## config.mk

```make
export PLATFORM = sky130hd
export DESIGN_NAME = m3i_queue
export DESIGN_NICKNAME = d
export VERILOG_FILES = /design/src/hdl/m3i_pkg.sv /design/src/hdl/m3i_queue.sv
export SDC_FILE = /design/constraint.sdc
export NUM_CORES = 2
export LEC_CHECK = 0
export BUFFER_PORTS_ARGS = -buffer_cell sky130_fd_sc_hd__buf_2
export CELL_PAD_IN_SITES_DETAIL_PLACEMENT = 0
export CELL_PAD_IN_SITES_GLOBAL_PLACEMENT = 1
export CORE_AREA = 2 2 536 538
export DETAILED_ROUTE_END_ITERATION = 16
export DIE_AREA = 0 0 538 540
export GPL_ROUTABILITY_DRIVEN = 1
export PLACE_DENSITY_LB_ADDON = 0.2
export SLEW_MARGIN = 20
export SYNTH_ARGS = -nofsm -noshare
export SYNTH_HDL_FRONTEND = slang
export SYNTH_SLANG_ARGS = --single-unit
```

## constraint.sdc

```tcl
create_clock -name clk -period 23.9 [get_ports clk]
set_clock_uncertainty 0.15 [all_clocks]
set_input_delay 7.17 -clock clk [delete_from_list [all_inputs] [get_ports clk]]
set_output_delay 7.17 -clock clk [all_outputs]
set_load 0.02 [all_outputs]
```

## src/hdl/m3i_pkg.sv

```systemverilog
// Shared widths, item types and queue status for the 3x3 matrix inverse core.
package m3i_pkg;
	// element format
	localparam int EW   = 32;
	localparam int FB   = 16;
	localparam int THRW = 31;
	localparam int NE   = 9;

	// cofactor, determinant and divider widths
	localparam int CW   = 2 * EW + 1;
	localparam int DTW  = 3 * EW + 3;
	localparam int ANW  = CW + 2 * FB;
	localparam int NW0  = (ANW + 1 > DTW) ? ANW + 1 : DTW;
	localparam int NW   = NW0 + 1;
	localparam int DW   = ((NW > DTW + 1) ? NW : DTW + 1) + 1;
	localparam int QB   = EW - 1;
	localparam int LAT  = QB + 3;

	// queue between front and back
	localparam int QD   = 4;
	localparam int QAW  = $clog2(QD);

	typedef logic signed [EW-1:0] elem_t;

	typedef struct packed {
		logic [NE-1:0][CW-1:0] cof;
		logic                  dsign;
		logic [DTW-1:0]        ad;
		logic                  sing;
	} m3i_item_t;

	typedef struct packed {
		logic full;
		logic empty;
	} m3i_qstat_t;
endpackage

```

## src/hdl/m3i_queue.sv

```systemverilog
// Short register queue between the front and back pipelines.
module m3i_queue (
	input  logic                clk,
	input  logic                arst_n,
	input  logic                push,
	input  m3i_pkg::m3i_item_t  push_item,
	input  logic                pop,
	output m3i_pkg::m3i_item_t  pop_item,
	output m3i_pkg::m3i_qstat_t qstat
);
	import m3i_pkg::*;

	m3i_item_t       mem_q [QD];
	logic [QAW-1:0]  wp_q;
	logic [QAW-1:0]  rp_q;
	logic [QAW:0]    cnt_q;
	logic            do_push;
	logic            do_pop;

	assign qstat.full  = (cnt_q == (QAW + 1)'(QD));
	assign qstat.empty = (cnt_q == '0);
	assign do_push     = push && !qstat.full;
	assign do_pop      = pop && !qstat.empty;
	assign pop_item    = mem_q[rp_q];

	// pointers and fill count
	always_ff @(posedge clk or negedge arst_n) begin
		if (!arst_n) begin
			wp_q  <= '0;
			rp_q  <= '0;
			cnt_q <= '0;
		end else begin
			if (do_push) wp_q <= wp_q + 1'b1;
			if (do_pop)  rp_q <= rp_q + 1'b1;
			cnt_q <= cnt_q + (QAW + 1)'(do_push) - (QAW + 1)'(do_pop);
		end
	end

	// storage
	always_ff @(posedge clk) begin
		if (do_push) begin
			mem_q[wp_q] <= push_item;
		end
	end
endmodule

```

**Yosys cells after proc, flatten, opt, wreduce, memory -nomap -nowiden**

Memories as Yosys holds them, arrays and structs flattened.
Cells that the tools add are included.

- Add/subtract/negate cells: 4
- Equal/unequal tests: 1
- Multiplexer cells: 2
- Reductions and logical operators: 5

Operators with widths:

| kind | count |
|---|---|
| adder 2 x 1 -> 2 bit (second input constant) | 2 |
| adder 3 x 1 -> 3 bit | 1 |
| equality test 3 bit (second input constant) | 1 |
| zero test 3 bit | 1 |
| subtractor 3 x 1 -> 3 bit | 1 |
| logical AND 1 bit | 2 |
| zero test 1 bit | 2 |
| 2-to-1 mux 1 bit | 2 |

- Bits in registers: 7
- RAM bits: 2744
- Output and inout port bits: 688
- Memories: 1

Memories:

| name | words | width | read ports | clocked after Yosys merged registers in | write ports | RTL line | text |
|---|---|---|---|---|---|---|---|
| mem_q | 4 | 686 | 1 | 0 | 1 | m3i_queue.sv:13 | `m3i_item_t mem_q [QD];` |

**Depth between registers and ports, before layout**

- Depth after elaboration: 5
- Depth in mapped cells: 8
- Gate-level depth less buffers: 8

**Worst setup path before layout**

No wires, ideal clock.

- Path type: input -> register
- From: input push
- To: memory mem_q[0][0] (netlist bit), enable pin
- Library setup time: 1.150 ns
- Arrival time: 22.712 ns
- Required time: 22.600 ns
- Path slack: -0.111 ns
- Stages: 1
- Path through: and3b_1

- Cells in the longest elaborated chain, start to end: 3

RTL lines:

| item | RTL line | text |
|---|---|---|
| start, declared | m3i_queue.sv:5 | `input logic push,` |
| logical AND 1 bit | m3i_queue.sv:22 | `assign do_push = push && !qstat.full;` |
| 2-to-1 mux 1 bit | m3i_queue.sv:41 | `if (do_push) begin` |
| 2-to-1 mux 1 bit (not written as such) | m3i_queue.sv:42 | `mem_q[wp_q] <= push_item;` |
| end, declared | m3i_queue.sv:13 |  |

Every way passes these cells.

==> run metrics <==
top-count cell post-synth=edfxtp_1; Area after DPL=111000 sq um; count of flip-flops with a built-in enable after synthesis=around 2700; Worst Setup Start Kind=register; chip height=540 um; Fillers=between 20000 and 25000; Crit path arrival time=between 5 and 6 ns; Max-Cap Viols=0; clk slew on worst S/H paths=0.06 ns; drt via density=5.02; number of global-route vias before repair=48000; Max Fclk=76.7 MHz; CP top delay family=buffers and inverters; crit-path max FO=95; Syn. warnings=0; met3 Track Usage GR=between 8 and 9%; share of layout cells above drive strength 1=46.2%; Leakage=approximately 40 nW; M1 GR Usage=20.9%; drt wl/cell=29.7 um; antenna violations before repair=275; DRT Pass-1 Iters=5; gp weighted congestion=0.821; clk_lat worst skew=0.86 ns; Rows=196; Tot GR Track Use=a little under a fifth; max incr delay on CP=0.84 ns; clock sink count=around 2800; Port Buffers=1377; clk buf depth=4; final period utilization=54.6%; Fin Setup TNS=0 ns; grt ovf=0; starting density of the core=34.9%; I/O pin cnt=1378; post-synthesis sequential area ratio=83.1%; vias=46600; Residual DRC=0; Synth area leader=edfxtp_1; Final Power=roughly 16 mW; Post-CTS Setup Bufs=0; Unique masters post-synth=21; top cells by count, synth=2744 x edfxtp_1, 686 x mux4_2, 56 x buf_2; Slew Limit Fails=0; Yosys top cell area share=82.9%; post-CTS resize count=0; CORE AREA=284000 sq um; status=finished, final reports clean; die area=just under 300000 sq um; post-route antenna net violation count=0; design area=120000 sq um; Initial DRC Count=approximately 3700; syn_nets=4321; GRT Max-Usage Layer=met2; worst-path cell chain=buf_4 > buf_4 > buf_4 > buf_12 > mux4_2 > buf_2; Buf/Inv on CP=5; Post-synth ARST share=0.254%; synthesis-to-layout area growth=20.7%; crit path time final=approximately 13 ns; Most used DFF post-synth=edfxtp_1; M2 GR Usage=30.8%; worst min path class=reg2reg; Hold WS=0.468 ns; largest net degree at the start of global routing=143; fin worst setup slack=roughly 11 ns; root buf cell=clkbuf_16; synthesized cell area=about 100000 sq um; slew margin rel.=27.8%; Worst Tran Pin Value=about 1.1 ns; CTS Hold Bufs=0; CTS tree=built; RSZ-0062 raised after global routing=false; fin cells=9278; register bit count reported by yosys=2751; pre-CTS setup slack=between 10 and 15 ns; Finish-stage setup viols=0; syn_area_per_cell=about 27 sq um; Peak VDD IR=0.103 mV; Final Hold Fails=0; final core utilization=42.2%; Cells after DPL=8673; Post-Route WL=approximately 280000 um; slowest CP cell=buf_4; CP Data Required Time=~17 ns; Synth area leaders=edfxtp_1 83%, mux4_2 16%, buf_6 0.42%, buf_2 0.28%, buf_4 0.27%; cts bufs inserted=300; Post-Synthesis Cells=about 3600; H-tree levels=5; CP Capture Type=primary output; first-pass GRT wire length=379000 um; most used cell, CP=buf_4; fin nets=5910; Crit Path Class=reg2out; Detail Placement HPWL=roughly 180000 um; die span in x=538 um; pwr dens=135 nW/um^2
[sequential cells by signal (all words and copies together), names as in the netlist]
register  flops
mem_q      2744
wp_q          2
cnt_q         3
rp_q          2
[tightest hold or removal path, stage by stage (launching register included)]
cell and delay [ns]:
dfrtp_1 0.42, nand2b_1 0.08, o211ai_1 0.08
[power breakdown]
part           switching (mW)  internal, mW  leakage (nW)
sequential              0.193          6.35          25.2
combinational            3.49          1.85          10.3
clock                    1.85          2.52          4.46
total                    5.53          10.7          40.0
[routing by layer]
layer | routed length, um | vias up
li1 | - | 19200
met1 | 97700 | 24500
met2 | 135000 | 1881
met3 | 32700 | 785
met4 | 9550 | 164
met5 | 1100 | -
[worst paths after layout]
check                                    startpoint                      end  slack [ns]  cells after the start
worst max-delay path            rp_q[0]$_DFFE_PN0P_            pop_item[528]       10.86                      6
worst min-delay path            wp_q[1]$_DFFE_PN0P_      wp_q[1]$_DFFE_PN0P_        0.47                      2
max in group asynchronous                    arst_n      rp_q[0]$_DFFE_PN0P_       17.41                      1
min in group asynchronous                    arst_n      wp_q[1]$_DFFE_PN0P_        5.99                      1
worst max register to register   cnt_q[2]$_DFF_PN0_  mem_q[1][480]$_DFFE_PP_       18.67                      6
worst min register to register  wp_q[1]$_DFFE_PN0P_      wp_q[1]$_DFFE_PN0P_        0.47                      2
[cells by family (layout without fill, tap and decap cells)]
logic type      after synthesis  count (layout)  share of synthesized area, %
simple gates                 13              13                        0.0995
buf+inv                     159            1969                          1.09
flops                      2751            2751                          83.1
fa+ha+maj                     7               7                        0.0957
mux                         686             686                          15.5
other cells                   0              82                             0
xor+xnor                      4               4                        0.0353
compound gates                4               4                        0.0315
[final cells by class]
| class | instances | area, sq um | share of cell area (%) |
|---|---|---|---|
| Tap cell | 3762 | 4710 | 3.92 |
| Inverter | 6 | 22.5 | 0.0188 |
| Sequential cell | 2751 | 82600 | 68.8 |
| Multi-Input combinational cell | 714 | 15700 | 13.1 |
| Antenna cell | 82 | 205 | 0.171 |
| Clock inverter | 140 | 1220 | 1.01 |
| Clock buffer | 383 | 7950 | 6.62 |
| Timing Repair Buffer | 1440 | 7550 | 6.30 |
[placed cells by master (no fill, tap or decap), types with 5 or more instances in the layout]
cell | netlist | routed
buf_4 | 36 | 48
buf_12 | 0 | 15
bufinv_16 | 0 | 15
dfrtp_1 | 7 | 5
buf_2 | 56 | 1377
edfxtp_1 | 2744 | 2744
clkbuf_1 | 17 | 77
clkinv_1 | 0 | 67
clkinv_8 | 0 | 9
clkinv_2 | 0 | 33
mux4_2 | 686 | 686
clkbuf_16 | 0 | 306
inv_1 | 6 | 6
diode_2 | 0 | 82
ha_1 | 6 | 6
inv_6 | 0 | 6
(Power assumes the default switching activity.)
